### src/rtl/apm_pkg.sv
// Shared types, constants and command codes of the audio peak meter.
`timescale 1ns / 1ps
`default_nettype none
package apm_pkg;

  // Default log resolution (fraction bits of log2)
  localparam int LOG_TABLE_BITS_DEF = 6;
  // Position width of the result beat
  localparam int POS_BITS = 10;

  // Levels in Q8.8 dB
  localparam int LEVEL_FLOOR   = -30720;
  localparam int LEVEL_CEIL    = 1536;
  localparam int SILENCE_LEVEL = -17920;
  // 20*log10(2) in Q16
  localparam int DB_PER_OCTAVE = 394566;
  localparam int SCALE_ENTRIES = 381;
  localparam int SCALE_FULL    = 2300;
  // floor(2^24 / 2300) for the position quotient estimate
  localparam int SCALE_RECIP   = 7294;
  localparam int SCALE_SHIFT   = 24;
  // ceil(2^16 / 5) for the hold drop of 1.2 times the fall step
  localparam int FIFTH_RECIP   = 13108;

  // Register indexes
  localparam logic [1:0] REG_FALLOFF_STEP = 2'd0;
  localparam logic [1:0] REG_HOLD_TICKS   = 2'd1;
  localparam logic [1:0] REG_OVER_TICKS   = 2'd2;
  localparam logic [1:0] REG_METER_HEIGHT = 2'd3;

  // Register reset values
  localparam logic [9:0] FALLOFF_STEP_RST = 10'd120;
  localparam logic [7:0] HOLD_TICKS_RST   = 8'd25;
  localparam logic [3:0] OVER_TICKS_RST   = 4'd2;
  localparam logic [9:0] METER_HEIGHT_RST = 10'd200;

  // Datapath operations
  typedef enum logic [3:0] {
    OP_NONE,
    OP_LOAD,
    OP_NORM,
    OP_SQUARE,
    OP_SCALE,
    OP_APPLY,
    OP_MAP,
    OP_DIV,
    OP_FIX,
    OP_EMIT
  } op_t;

  typedef struct packed {
    op_t  op;
    logic sel;   // 0: level bar, 1: hold line
  } dp_cmd_t;

  typedef struct packed {
    logic skip;      // reset beat or silence: no level conversion
    logic out_busy;  // result register still full
  } dp_status_t;

endpackage
`default_nettype wire

### src/rtl/audio_peak_meter_ballistics_top.sv
// Top level of the audio peak meter: sequencer plus datapath.
// An update beat runs load, normalize, LOG_TABLE_BITS squaring passes, scale, apply,
// then map, divide and fix for the bar and again for the hold line, then emit; a reset
// or silence beat skips normalize, squaring and scale. One beat is taken at a time; the
// squaring loop (one pass a cycle) and the shared position divider set the spacing of beats.
// Reset (rst_n low, synchronous) clears the meter state and loads register defaults.
`timescale 1ns / 1ps
`default_nettype none
module audio_peak_meter_ballistics_top #(
  parameter int LOG_TABLE_BITS = apm_pkg::LOG_TABLE_BITS_DEF
) (
  input  wire                          clk,
  input  wire                          rst_n,
  input  wire                          in_valid,
  output logic                         in_ready,
  input  wire                          in_kind,
  input  wire  [15:0]                  in_peak,
  output logic                         out_valid,
  input  wire                          out_ready,
  output logic [apm_pkg::POS_BITS-1:0] out_meter_pos,
  output logic [apm_pkg::POS_BITS-1:0] out_hold_pos,
  output logic                         out_over_led,
  input  wire                          cfg_we,
  input  wire  [1:0]                   cfg_index,
  input  wire  [9:0]                   cfg_data
);

  apm_pkg::dp_cmd_t    cmd;
  apm_pkg::dp_status_t status;

  apm_ctrl #(
    .LOG_TABLE_BITS(LOG_TABLE_BITS)
  ) u_ctrl (
    .clk      (clk),
    .rst_n    (rst_n),
    .in_valid (in_valid),
    .in_ready (in_ready),
    .cmd      (cmd),
    .status   (status)
  );

  apm_dp #(
    .LOG_TABLE_BITS(LOG_TABLE_BITS)
  ) u_dp (
    .clk           (clk),
    .rst_n         (rst_n),
    .cmd           (cmd),
    .status        (status),
    .in_kind       (in_kind),
    .in_peak       (in_peak),
    .cfg_we        (cfg_we),
    .cfg_index     (cfg_index),
    .cfg_data      (cfg_data),
    .out_valid     (out_valid),
    .out_ready     (out_ready),
    .out_meter_pos (out_meter_pos),
    .out_hold_pos  (out_hold_pos),
    .out_over_led  (out_over_led)
  );

  // One beat in flight at a time
  a_one_in_flight: assert property (@(posedge clk) disable iff (!rst_n)
    in_valid && in_ready |=> !in_ready)
    else $error("second beat taken while busy");

endmodule
`default_nettype wire

### src/rtl/apm_dp.sv
// Datapath of the audio peak meter: log conversion, ballistics, pixel mapping.
`timescale 1ns / 1ps
`default_nettype none
module apm_dp #(
  parameter int LOG_TABLE_BITS = apm_pkg::LOG_TABLE_BITS_DEF
) (
  input  wire                          clk,
  input  wire                          rst_n,
  input  wire apm_pkg::dp_cmd_t        cmd,
  output apm_pkg::dp_status_t          status,
  input  wire                          in_kind,
  input  wire  [15:0]                  in_peak,
  input  wire                          cfg_we,
  input  wire  [1:0]                   cfg_index,
  input  wire  [9:0]                   cfg_data,
  output logic                         out_valid,
  input  wire                          out_ready,
  output logic [apm_pkg::POS_BITS-1:0] out_meter_pos,
  output logic [apm_pkg::POS_BITS-1:0] out_hold_pos,
  output logic                         out_over_led
);

  localparam int LgW   = LOG_TABLE_BITS + 5;
  localparam int ProdW = LgW + 20;
  localparam int Sh    = LOG_TABLE_BITS + 8;
  localparam int DbW   = ProdW - Sh;
  localparam int PW    = apm_pkg::POS_BITS;
  localparam int SCALE_HI = apm_pkg::SCALE_SHIFT + PW - 1;

  // Configuration
  logic [9:0] falloff_step_r;
  logic [7:0] hold_ticks_r;
  logic [3:0] over_ticks_r;
  logic [9:0] meter_height_r;

  // Beat and conversion registers
  logic                      kind_r;
  logic [15:0]               peak_r;
  logic [3:0]                e_r;
  logic [15:0]               m_r;
  logic [LOG_TABLE_BITS-1:0] frac_r;
  logic signed [16:0]        db_r;

  // Meter state
  logic signed [15:0] tail_r;
  logic signed [16:0] hold_r;
  logic               falling_r;
  logic [7:0]         timer_r;
  logic [3:0]         run_r;
  logic               lamp_r;

  // Position unit
  logic          bottom_r;
  logic [21:0]   x_r;
  logic [PW-1:0] qe_r;
  logic [PW-1:0] pos_t_r;
  logic [PW-1:0] pos_h_r;

  logic          out_valid_r;
  logic [PW-1:0] out_meter_r;
  logic [PW-1:0] out_hold_r;
  logic          out_over_r;

  // Status toward the controller
  logic silence;
  assign silence = (peak_r == 16'd0) &&
                   (tail_r <= 16'(apm_pkg::SILENCE_LEVEL));
  assign status.skip     = kind_r || silence;
  assign status.out_busy = out_valid_r && !out_ready;

  // Normalize: find the top set bit
  logic [3:0]  e_nxt;
  logic [15:0] m_nxt;
  always_comb begin
    e_nxt = 4'd0;
    for (int i = 0; i < 16; i++) begin
      if (peak_r[i]) begin
        e_nxt = 4'(i);
      end
    end
    m_nxt = peak_r << (4'd15 - e_nxt);
  end

  // Square the mantissa, one fraction bit per pass
  logic [31:0] sq;
  assign sq = m_r * m_r;

  // Scale log2 to dB and clamp
  logic signed [LgW-1:0]   lg;
  logic signed [ProdW-1:0] prod;
  logic signed [DbW-1:0]   db_sh;
  logic signed [16:0]      db_nxt;
  always_comb begin
    lg    = $signed({1'b0, e_r, frac_r}) - $signed(LgW'(15 << LOG_TABLE_BITS));
    prod  = ProdW'(lg) * $signed(ProdW'(apm_pkg::DB_PER_OCTAVE));
    db_sh = DbW'(prod >>> Sh);
    if (peak_r == 16'd0 || db_sh < DbW'(apm_pkg::LEVEL_FLOOR)) begin
      db_nxt = 17'(apm_pkg::LEVEL_FLOOR);
    end else if (db_sh > DbW'(apm_pkg::LEVEL_CEIL)) begin
      db_nxt = 17'(apm_pkg::LEVEL_CEIL);
    end else begin
      db_nxt = 17'(db_sh);
    end
  end

  // Ballistics for an update beat
  logic signed [16:0] step_s;
  logic [26:0]        drop_prod;
  logic signed [16:0] drop_s;
  logic signed [16:0] lvl;
  logic signed [16:0] hold1;
  logic [7:0]         timer_inc;
  logic [3:0]         run_inc;
  logic [3:0]         need;
  always_comb begin
    step_s    = $signed({7'd0, falloff_step_r});
    drop_prod = (27'({falloff_step_r, 2'b00}) + 27'({falloff_step_r, 1'b0})) *
                27'(apm_pkg::FIFTH_RECIP);
    drop_s    = $signed({6'd0, drop_prod[26:16]});
    if (17'(tail_r) - db_r > step_s) begin
      lvl = 17'(tail_r) - step_s;
    end else begin
      lvl = db_r;
    end
    if (falling_r && hold_r >= 17'(apm_pkg::LEVEL_FLOOR)) begin
      hold1 = hold_r - drop_s;
    end else begin
      hold1 = hold_r;
    end
    timer_inc = (timer_r == 8'd255) ? timer_r : timer_r + 8'd1;
    if (peak_r[15]) begin
      run_inc = (run_r == 4'd15) ? run_r : run_r + 4'd1;
    end else begin
      run_inc = 4'd0;
    end
    need = (over_ticks_r == 4'd0) ? 4'd1 : over_ticks_r;
  end

  // Map a level to its scale value
  logic signed [16:0] lvl_sel;
  logic [16:0]        span;
  logic [18:0]        span5;
  logic [10:0]        idx;
  logic signed [11:0] t;
  logic signed [12:0] ts;
  logic signed [12:0] s;
  logic               below;
  logic [21:0]        x_nxt;
  always_comb begin
    lvl_sel = cmd.sel ? hold_r : 17'(tail_r);
    span    = 17'(17'(apm_pkg::LEVEL_CEIL) - lvl_sel);
    span5   = {span, 2'b00} + 19'(span);
    idx     = span5[18:8];
    t       = 12'sd60 - $signed({idx[9:0], 1'b0});
    ts      = 13'(t);
    priority if (ts >= -13'sd200) begin
      s = 13'sd2000 + 13'sd5 * ts;
    end else if (ts >= -13'sd300) begin
      s = 13'sd1000 + 13'sd4 * (ts + 13'sd200);
    end else if (ts >= -13'sd400) begin
      s = 13'sd600 + 13'sd3 * (ts + 13'sd300);
    end else if (ts >= -13'sd500) begin
      s = 13'sd300 + ((13'sd3 * (ts + 13'sd400)) >>> 1);
    end else begin
      s = 13'sd150 + (ts + 13'sd500);
    end
    below = (idx >= 11'(apm_pkg::SCALE_ENTRIES)) || (s <= 13'sd0);
    x_nxt = 22'(s[11:0]) * 22'(meter_height_r);
  end

  // Quotient by the full scale: estimate, then one correction
  logic [34:0]   qprod;
  logic [22:0]   rem;
  logic [PW-1:0] q;
  logic [PW-1:0] pos_nxt;
  always_comb begin
    qprod = 35'(x_r) * 35'(apm_pkg::SCALE_RECIP);
    rem   = 23'(x_r) - 23'(qe_r) * 23'(apm_pkg::SCALE_FULL);
    q     = (rem >= 23'(apm_pkg::SCALE_FULL)) ? qe_r + PW'(1) : qe_r;
    pos_nxt = bottom_r ? PW'(meter_height_r) : PW'(meter_height_r) - q;
  end

  // Configuration writes
  always_ff @(posedge clk) begin
    if (!rst_n) begin
      falloff_step_r <= apm_pkg::FALLOFF_STEP_RST;
      hold_ticks_r   <= apm_pkg::HOLD_TICKS_RST;
      over_ticks_r   <= apm_pkg::OVER_TICKS_RST;
      meter_height_r <= apm_pkg::METER_HEIGHT_RST;
    end else if (cfg_we) begin
      unique case (cfg_index)
        apm_pkg::REG_FALLOFF_STEP: falloff_step_r <= cfg_data;
        apm_pkg::REG_HOLD_TICKS:   hold_ticks_r   <= cfg_data[7:0];
        apm_pkg::REG_OVER_TICKS:   over_ticks_r   <= cfg_data[3:0];
        apm_pkg::REG_METER_HEIGHT: meter_height_r <= cfg_data;
        default: ;
      endcase
    end
  end

  // Meter state and result register
  always_ff @(posedge clk) begin
    if (!rst_n) begin
      tail_r      <= 16'(apm_pkg::LEVEL_FLOOR);
      hold_r      <= 17'(apm_pkg::LEVEL_FLOOR);
      falling_r   <= 1'b0;
      timer_r     <= 8'd0;
      run_r       <= 4'd0;
      lamp_r      <= 1'b0;
      out_valid_r <= 1'b0;
    end else begin
      if (cmd.op == apm_pkg::OP_APPLY) begin
        if (kind_r) begin
          tail_r    <= 16'(apm_pkg::LEVEL_FLOOR);
          hold_r    <= 17'(apm_pkg::LEVEL_FLOOR);
          falling_r <= 1'b0;
          timer_r   <= 8'd0;
          run_r     <= 4'd0;
          lamp_r    <= 1'b0;
        end else if (silence) begin
          hold_r <= 17'(apm_pkg::LEVEL_FLOOR);
          lamp_r <= 1'b0;
        end else begin
          if (run_inc >= need) begin
            lamp_r <= 1'b1;
            run_r  <= 4'd0;
          end else begin
            run_r <= run_inc;
          end
          tail_r <= 16'(lvl);
          if (hold1 <= lvl) begin
            hold_r    <= lvl;
            falling_r <= 1'b0;
            timer_r   <= 8'd0;
          end else begin
            hold_r <= hold1;
            if (!falling_r) begin
              timer_r <= timer_inc;
              if (timer_inc >= hold_ticks_r) begin
                falling_r <= 1'b1;
              end
            end
          end
        end
      end
      if (cmd.op == apm_pkg::OP_EMIT) begin
        out_valid_r <= 1'b1;
      end else if (out_ready) begin
        out_valid_r <= 1'b0;
      end
    end
  end

  // Payload registers
  always_ff @(posedge clk) begin
    unique case (cmd.op)
      apm_pkg::OP_LOAD: begin
        kind_r <= in_kind;
        peak_r <= in_peak;
      end
      apm_pkg::OP_NORM: begin
        e_r    <= e_nxt;
        m_r    <= m_nxt;
        frac_r <= '0;
      end
      apm_pkg::OP_SQUARE: begin
        if (sq[31]) begin
          m_r    <= sq[31:16];
          frac_r <= {frac_r[LOG_TABLE_BITS-2:0], 1'b1};
        end else begin
          m_r    <= sq[30:15];
          frac_r <= {frac_r[LOG_TABLE_BITS-2:0], 1'b0};
        end
      end
      apm_pkg::OP_SCALE: db_r <= db_nxt;
      apm_pkg::OP_MAP: begin
        bottom_r <= below;
        x_r      <= x_nxt;
      end
      apm_pkg::OP_DIV: qe_r <= qprod[SCALE_HI:apm_pkg::SCALE_SHIFT];
      apm_pkg::OP_FIX: begin
        if (cmd.sel) begin
          pos_h_r <= pos_nxt;
        end else begin
          pos_t_r <= pos_nxt;
        end
      end
      apm_pkg::OP_EMIT: begin
        out_meter_r <= pos_t_r;
        out_hold_r  <= pos_h_r;
        out_over_r  <= lamp_r;
      end
      default: ;
    endcase
  end

  assign out_valid     = out_valid_r;
  assign out_meter_pos = out_meter_r;
  assign out_hold_pos  = out_hold_r;
  assign out_over_led  = out_over_r;

  // The bar level never leaves the scale range
  a_tail_range: assert property (@(posedge clk) disable iff (!rst_n)
    tail_r >= 16'(apm_pkg::LEVEL_FLOOR) && tail_r <= 16'(apm_pkg::LEVEL_CEIL))
    else $error("bar level out of range");

  // A result is never written over one still waiting
  a_no_overwrite: assert property (@(posedge clk) disable iff (!rst_n)
    cmd.op == apm_pkg::OP_EMIT |-> !(out_valid_r && !out_ready))
    else $error("result overwritten");

endmodule
`default_nettype wire

### src/rtl/apm_ctrl.sv
// Sequencer of the audio peak meter: steps the datapath through one beat.
`timescale 1ns / 1ps
`default_nettype none
module apm_ctrl #(
  parameter int LOG_TABLE_BITS = apm_pkg::LOG_TABLE_BITS_DEF
) (
  input  wire                     clk,
  input  wire                     rst_n,
  input  wire                     in_valid,
  output logic                    in_ready,
  output apm_pkg::dp_cmd_t        cmd,
  input  wire apm_pkg::dp_status_t status
);

  localparam int CntW = $clog2(LOG_TABLE_BITS);

  typedef enum logic [3:0] {
    S_IDLE, S_NORM, S_SQ, S_SCALE, S_APPLY, S_MAP, S_DIV, S_FIX, S_EMIT
  } state_t;

  state_t          state_r, state_nxt;
  logic            sel_r, sel_nxt;
  logic [CntW-1:0] cnt_r, cnt_nxt;

  assign in_ready = (state_r == S_IDLE);

  // Next state and datapath command
  always_comb begin
    state_nxt = state_r;
    sel_nxt   = sel_r;
    cnt_nxt   = cnt_r;
    cmd.op    = apm_pkg::OP_NONE;
    cmd.sel   = sel_r;
    unique case (state_r)
      S_IDLE: begin
        if (in_valid) begin
          cmd.op    = apm_pkg::OP_LOAD;
          state_nxt = S_NORM;
        end
      end
      S_NORM: begin
        cnt_nxt = '0;
        if (status.skip) begin
          state_nxt = S_APPLY;
        end else begin
          cmd.op    = apm_pkg::OP_NORM;
          state_nxt = S_SQ;
        end
      end
      S_SQ: begin
        cmd.op  = apm_pkg::OP_SQUARE;
        cnt_nxt = cnt_r + CntW'(1);
        if (cnt_r == CntW'(LOG_TABLE_BITS - 1)) begin
          state_nxt = S_SCALE;
        end
      end
      S_SCALE: begin
        cmd.op    = apm_pkg::OP_SCALE;
        state_nxt = S_APPLY;
      end
      S_APPLY: begin
        cmd.op    = apm_pkg::OP_APPLY;
        sel_nxt   = 1'b0;
        state_nxt = S_MAP;
      end
      S_MAP: begin
        cmd.op    = apm_pkg::OP_MAP;
        state_nxt = S_DIV;
      end
      S_DIV: begin
        cmd.op    = apm_pkg::OP_DIV;
        state_nxt = S_FIX;
      end
      S_FIX: begin
        cmd.op = apm_pkg::OP_FIX;
        if (sel_r) begin
          state_nxt = S_EMIT;
        end else begin
          sel_nxt   = 1'b1;
          state_nxt = S_MAP;
        end
      end
      S_EMIT: begin
        if (!status.out_busy) begin
          cmd.op    = apm_pkg::OP_EMIT;
          state_nxt = S_IDLE;
        end
      end
      default: state_nxt = S_IDLE;
    endcase
  end

  // Hold state
  always_ff @(posedge clk) begin
    if (!rst_n) begin
      state_r <= S_IDLE;
      sel_r   <= 1'b0;
      cnt_r   <= '0;
    end else begin
      state_r <= state_nxt;
      sel_r   <= sel_nxt;
      cnt_r   <= cnt_nxt;
    end
  end

  // Squaring passes stop at the fraction width
  a_cnt_bound: assert property (@(posedge clk) disable iff (!rst_n)
    state_r == S_SQ |-> cnt_r <= CntW'(LOG_TABLE_BITS - 1))
    else $error("squaring count overrun");

endmodule
`default_nettype wire

### config.mk
export PLATFORM = sky130hd
export DESIGN_NAME = audio_peak_meter_ballistics_top
export DESIGN_NICKNAME = d
export VERILOG_FILES = /design/src/rtl/apm_pkg.sv /design/src/rtl/audio_peak_meter_ballistics_top.sv /design/src/rtl/apm_dp.sv /design/src/rtl/apm_ctrl.sv
export SDC_FILE = /design/constraint.sdc
export NUM_CORES = 2
export LEC_CHECK = 0
export BUFFER_PORTS_ARGS = -buffer_cell sky130_fd_sc_hd__buf_2
export CELL_PAD_IN_SITES_DETAIL_PLACEMENT = 0
export CELL_PAD_IN_SITES_GLOBAL_PLACEMENT = 1
export CORE_MARGIN = 2
export CORE_UTILIZATION = 56
export CTS_BUF_LIST = sky130_fd_sc_hd__clkbuf_4 sky130_fd_sc_hd__clkbuf_8 sky130_fd_sc_hd__clkbuf_16
export CTS_CLUSTER_SIZE = 30
export DETAILED_ROUTE_END_ITERATION = 10
export GPL_ROUTABILITY_DRIVEN = 0
export HOLD_SLACK_MARGIN = 0.03
export PLACE_DENSITY = 0.94
export SLEW_MARGIN = 20
export SYNTH_ARGS = -nofsm -noshare
export SYNTH_HDL_FRONTEND = slang
export SYNTH_SLANG_ARGS = --single-unit
### constraint.sdc
create_clock -name clk -period 34.2 [get_ports clk]
set_input_delay 1.71 -clock clk [delete_from_list [all_inputs] [get_ports clk]]
set_output_delay 1.71 -clock clk [all_outputs]
set_load 0.1 [all_outputs]
# Word-level counts from Yosys, hierarchy flattened

Index checks and enable logic that the tools add are counted.

Memory bits (writable): 0
Memory bits (read-only): 0
Bits of input ports: 34
Memories kept: 0
Latch bits: 0
Bits in registers: 222

Shifts and indexed selects: 1
Equal/unequal tests: 28
Divide/modulo/power cells: 0
Bitwise operators: 1
Add/subtract/negate cells: 24
Reduce and logical (&&, ||, !) cells: 27
Mux-type cells: 67
Order comparisons: 15
$mul: 9

Operator list:

| kind                   | number |
|---|---|
| $mux 17                | 7 |
| $mux 4                 | 25 |
| $pmux 4 s9             | 2 |
| $mux 13                | 4 |
| $mux 16                | 3 |
| $mux 8                 | 5 |
| $add 12x10->13 const B | 3 |
| $ge 12x10->1 const B   | 3 |
| $mul 22x12->33 const B | 1 |
| $eq 4x3->1 const B     | 8 |
| $mul 16x16->32         | 1 |
| $pmux 16 s2            | 1 |
| $mul 11x19->30 const B | 1 |
| $mul 27x12->25 const B | 1 |
| $add 11x13->13 const A | 2 |
| $mul 3x13->13 const A  | 2 |
| $ge 23x12->1 const B   | 1 |
| $sub 22x22->23         | 1 |
| $mul 12x10->22         | 1 |
| $mul 10x10->20 const B | 1 |
| $mux 10                | 2 |
| $add 19x17->19         | 1 |
| $ge 17x16->1 const B   | 1 |
| $gt 17x11->1           | 1 |
| 56 further kinds       | 94 |

# Longest topological paths before layout

Word-level depth: 18
Mapped depth: 61

# Cells and area by module

Synthesis repeated with hierarchy kept, for this count alone.

Cell total of the unflattened synthesis: 4438
Area, all modules: 40557.6 µm²

By module, submodules not included:

| module   | cells each | area an instance (µm²) | times used |
|---|---|---|---|
| apm_dp   | 4370       | 40032.1                | 1 |
| apm_ctrl | 68         | 525.5                  | 1 |

# Worst setup path before layout

OpenSTA, ideal clock, no wires.

Path type: register to register
Start point: register u_ctrl.sel_r
End point: register u_dp.x_r[21] (data pin)
Cell stages (with the launch flop): 59
Data arrival time: 12.957 ns
Setup slack: 20.987 ns
Data required time: 33.944 ns
Buffers on the path: 7
Cell sequence: dfxtp_1 > buf_6 > buf_6 > clkbuf_1 > buf_1 > mux2i_1 > ha_1 > nand2_1 > nor2_1 > xor2_1 > mux2i_1 > ha_1 > nand3_1 > and2_1 > o31ai_1 > a31oi_1 > xor2_1 > clkbuf_1 > [... 23 more ...] > inv_1 > fa_1 > fa_1 > inv_1 > fa_1 > inv_1 > ha_1 > inv_1 > o21bai_1 > a21oi_1 > o21bai_1 > a21oi_1 > o21bai_1 > a21oi_1 > o21ai_0 > or4_1 > a2111o_1 > o211a_1

Longest elaborated chain between the ends: 12

RTL lines:

| element                  | RTL line        | text |
|---|---|---|
| start: declaration       | apm_ctrl.sv:22  | `logic sel_r, sel_nxt;` |
| start signal: assignment | apm_ctrl.sv:101 | `sel_r <= sel_nxt;` |
| $mux 17 *                | apm_dp.sv:150   | `lvl_sel = cmd.sel ? hold_r : 17'(tail_r);` |
| $sub 12x17->17 *         | apm_dp.sv:151   | `span = 17'(17'(apm_pkg::LEVEL_CEIL) - lvl_sel);` |
| $add 19x17->19 *         | apm_dp.sv:152   | `span5 = {span, 2'b00} + 19'(span);` |
| $sub 7x11->12 *          | apm_dp.sv:154   | `t = 12'sd60 - $signed({idx[9:0], 1'b0});` |
| $add 12x10->13           | apm_dp.sv:163   | `s = 13'sd300 + ((13'sd3 * (ts + 13'sd400)) >>> 1);` |
| $mul 3x13->13            | apm_dp.sv:163   |  |
| $add 10x12->13           | apm_dp.sv:163   |  |
| $mux 13                  | apm_dp.sv:162   | `end else if (ts >= -13'sd500) begin` |
| $mux 13                  | apm_dp.sv:160   | `end else if (ts >= -13'sd400) begin` |
| $mux 13                  | apm_dp.sv:158   | `end else if (ts >= -13'sd300) begin` |
| $mux 13 *                | apm_dp.sv:156   | `priority if (ts >= -13'sd200) begin` |
| $mul 12x10->22 *         | apm_dp.sv:168   | `x_nxt = 22'(s[11:0]) * 22'(meter_height_r);` |
| via u_dp.x_nxt[21]       | apm_dp.sv:148   | `logic [21:0] x_nxt;` |
| end signal: assignment   | apm_dp.sv:278   | `x_r <= x_nxt;` |
| end: declaration         | apm_dp.sv:54    | `logic [21:0] x_r;` |

Mark *: on every way through the listed nets, which the timed path passes. The rest lies on a longest branch.
A chain may end at the register's enable or synchronous reset.

# Final worst setup path

Ends and elaborated chain as after synthesis.

==> metrics <==
Clock transition at path regs=0.06 ns; Top FF cell, synth=edfxtp_1; Worst EP arrival=14.68 ns; top-count cell post-synth=inv_1; average wire per cell in the routed design=16.8 µm; Clock Skew=0.0179 ns; crit start category=flop; Least-Margin Pin Slew=1.08 ns; Total GRT Usage=25.3%; starting DRC count in detailed routing=1907; H-tree depth=1; Post-DP Area=0.0416 mm²; cell type with the largest total area after synthesis=fa_1; Synth Area per Inst=9.05 µm²; Num CTS Buffers=26; CP Class=reg2reg; status=completed; Pre-Repair DR Iteration Count=6; first-pass GRT wire length=155000 µm; Vias/cell=5.61; vias in the first global route=31400; initial antenna violation count=0; Nets=5622; clk buf depth=3; top cells by count, synth=inv_1, ha_1, fa_1; total grt overflow=0; routed wire length=91500 µm; post-synthesis register bit count=222; # Post-CTS Setup Buffers=0; synthesis-to-layout area growth=5.37%; Initial Util=56.5%; Routed Antenna Nets=0; Core Footprint=0.0714 mm²; DIE WIDTH=272 µm; port buffer count=56; Syn. warnings=0; largest net degree at the start of global routing=61; fin crit share=42.0%; most used cell, CP=ha_1; worst hold-check path type=reg2reg; RSZ-0062 raised after global routing=no; Top-Level Pins=57; Final Max Tran Viols=0; critical-path maximum fanout=40; PnR worst setup slack=19.82 ns; DPL Wire Length=76100 µm; EDFF count, synth=134; post-layout util=59.5%; CTS hold repair buffers=0; Fmax=0.0696 GHz; routed via count=30500; final setup vio count=0; row cnt=98; CP max stage delay=0.92 ns; CTS-repair resized insts=0; Synth Instances=4452; slowest stage cell, crit path=dfxtp_2; Final min period=14.38 ns; top cell type's share of synthesized area=22.3%; synth top area cells=fa_1, ha_1, edfxtp_1; setup slack at placement=19.91 ns; critical path data required time=34.51 ns; post-route DRC violation count=0; CTS Sinks=222; Netlist cell types=112; Fin. Hold Viols=0; TritonCTS clock tree=built; fillers=6190; async set or reset register ratio after synthesis=0%; CTS Root Cell=clkbuf_16; layout cell share with drive strength beyond 1=4.86%; Die Y=272 µm; worst skew pair latency=0.56 ns; Max-slew headroom=27.6%; final setup TNS=0 ns; post-synthesis sequential area ratio=14.4%; Net Count, Synth=5613; Post-Layout Inst Area=0.0425 mm²; maxcap violations=0; Die ar.=0.0741 mm²; synthesized cell area=0.0403 mm²; Critical Path Sink Type=flop
-- state kept, by name, indices dropped and copies added, names as in the netlist, 3 cells and up --
name / cells
u_dp.pos_t_r: 10
u_dp.timer_r: 8
u_dp.hold_ticks_r: 8
u_ctrl.cnt_r: 3
u_dp.x_r: 22
u_dp.peak_r: 16
u_dp.over_ticks_r: 4
u_dp.falloff_step_r: 10
u_dp.run_r: 4
u_dp.frac_r: 6
u_dp.out_meter_pos: 10
u_dp.pos_h_r: 10
u_dp.meter_height_r: 10
u_dp.e_r: 4
u_ctrl.state_r: 4
u_dp.db_r: 17
u_dp.m_r: 16
u_dp.hold_r: 17
u_dp.tail_r: 16
u_dp.out_hold_pos: 10
u_dp.qe_r: 10
-- path summary, 6_finish.rpt --
path / start / to / slack, ns / cells past startpoint
setup / recovery: u_ctrl.sel_r$_SDFFE_PN0P_ / u_dp.x_r[21]$_DFFE_PN_ / 19.82 / 51
hold / removal: u_dp.pos_h_r[4]$_DFFE_PP_ / u_dp.out_hold_pos[4]$_DFFE_PP_ / 0.42 / 0
setup reg to reg: u_ctrl.sel_r$_SDFFE_PN0P_ / u_dp.x_r[21]$_DFFE_PN_ / 19.82 / 51
hold reg to reg: u_dp.pos_h_r[4]$_DFFE_PP_ / u_dp.out_hold_pos[4]$_DFFE_PP_ / 0.42 / 0
-- stage by stage --
stage          instances  hold slack, ns
2_1_floorplan       4452           0.400
3_3_place_gp        5383           0.401
3_5_place_dp        5383           0.405
4_1_cts             5431           0.418
5_1_grt             5431           0.434
6_report            5432           0.416
-- layout make-up --
class	count	area (µm²)	area share (%)
clock buffers	32	719	1.69
flip-flops and latches	222	5790	13.6
inverters	804	3020	7.11
clock inverters	16	129	0.304
multi-input cells	3321	31100	73.3
well taps	950	1190	2.80
repair buffers	86	505	1.19
diodes	1	2.50	0.00589
-- layout by cell type, fill, tap and decap left out, drive strengths merged, types with 32 or more instances in the layout --
cell type,synthesis,layout
nor2,234,234
and2,139,139
nand2,333,333
buf,13,86
nor2b,67,67
edfxtp,134,134
xnor2,188,188
dfxtp,88,88
fa,448,448
a21oi,191,191
a21boi,42,42
xor2,69,69
o21bai,43,43
inv,802,804
a21o,85,85
nand2b,34,34
nand3,63,63
o21ai,173,173
ha,679,679
mux2i,65,65
clkbuf,92,32
nor3,76,76
-- metal layers --
layer	global-route usage, %	part of all wire (%)
met5	0	0
met4	6.56	2.7
met3	2.59	4.7
met2	43.9	48
met1	33.8	45
-- worst max-delay path: cells and delay by family (launching register included) --
| family | cells | cell delay (ns) |
|---|---|---|
| simple gates | 7 | 1.18 |
| flops | 1 | 0.92 |
| xor+xnor | 5 | 1.54 |
| compound gates | 17 | 3.60 |
| mux | 2 | 0.51 |
| buf+inv | 7 | 1.09 |
| fa+ha+maj | 13 | 5.25 |
-- logic make-up after synthesis --
| kind of cell | after synthesis | share of synthesized area, % |
|---|---|---|
| adder cells (fa/ha/maj) | 1127 | 43.3 |
| AND/OR/NAND/NOR | 1075 | 13.0 |
| buffers and inverters | 909 | 8.57 |
| AO/OA/AOI/OAI | 784 | 12.9 |
| XOR/XNOR | 258 | 5.78 |
| flip-flops | 222 | 14.4 |
| multiplexers | 77 | 1.98 |
Power is not shown: default switching activity piles up to over one toggle a cycle in this logic, so the estimate is an artifact.
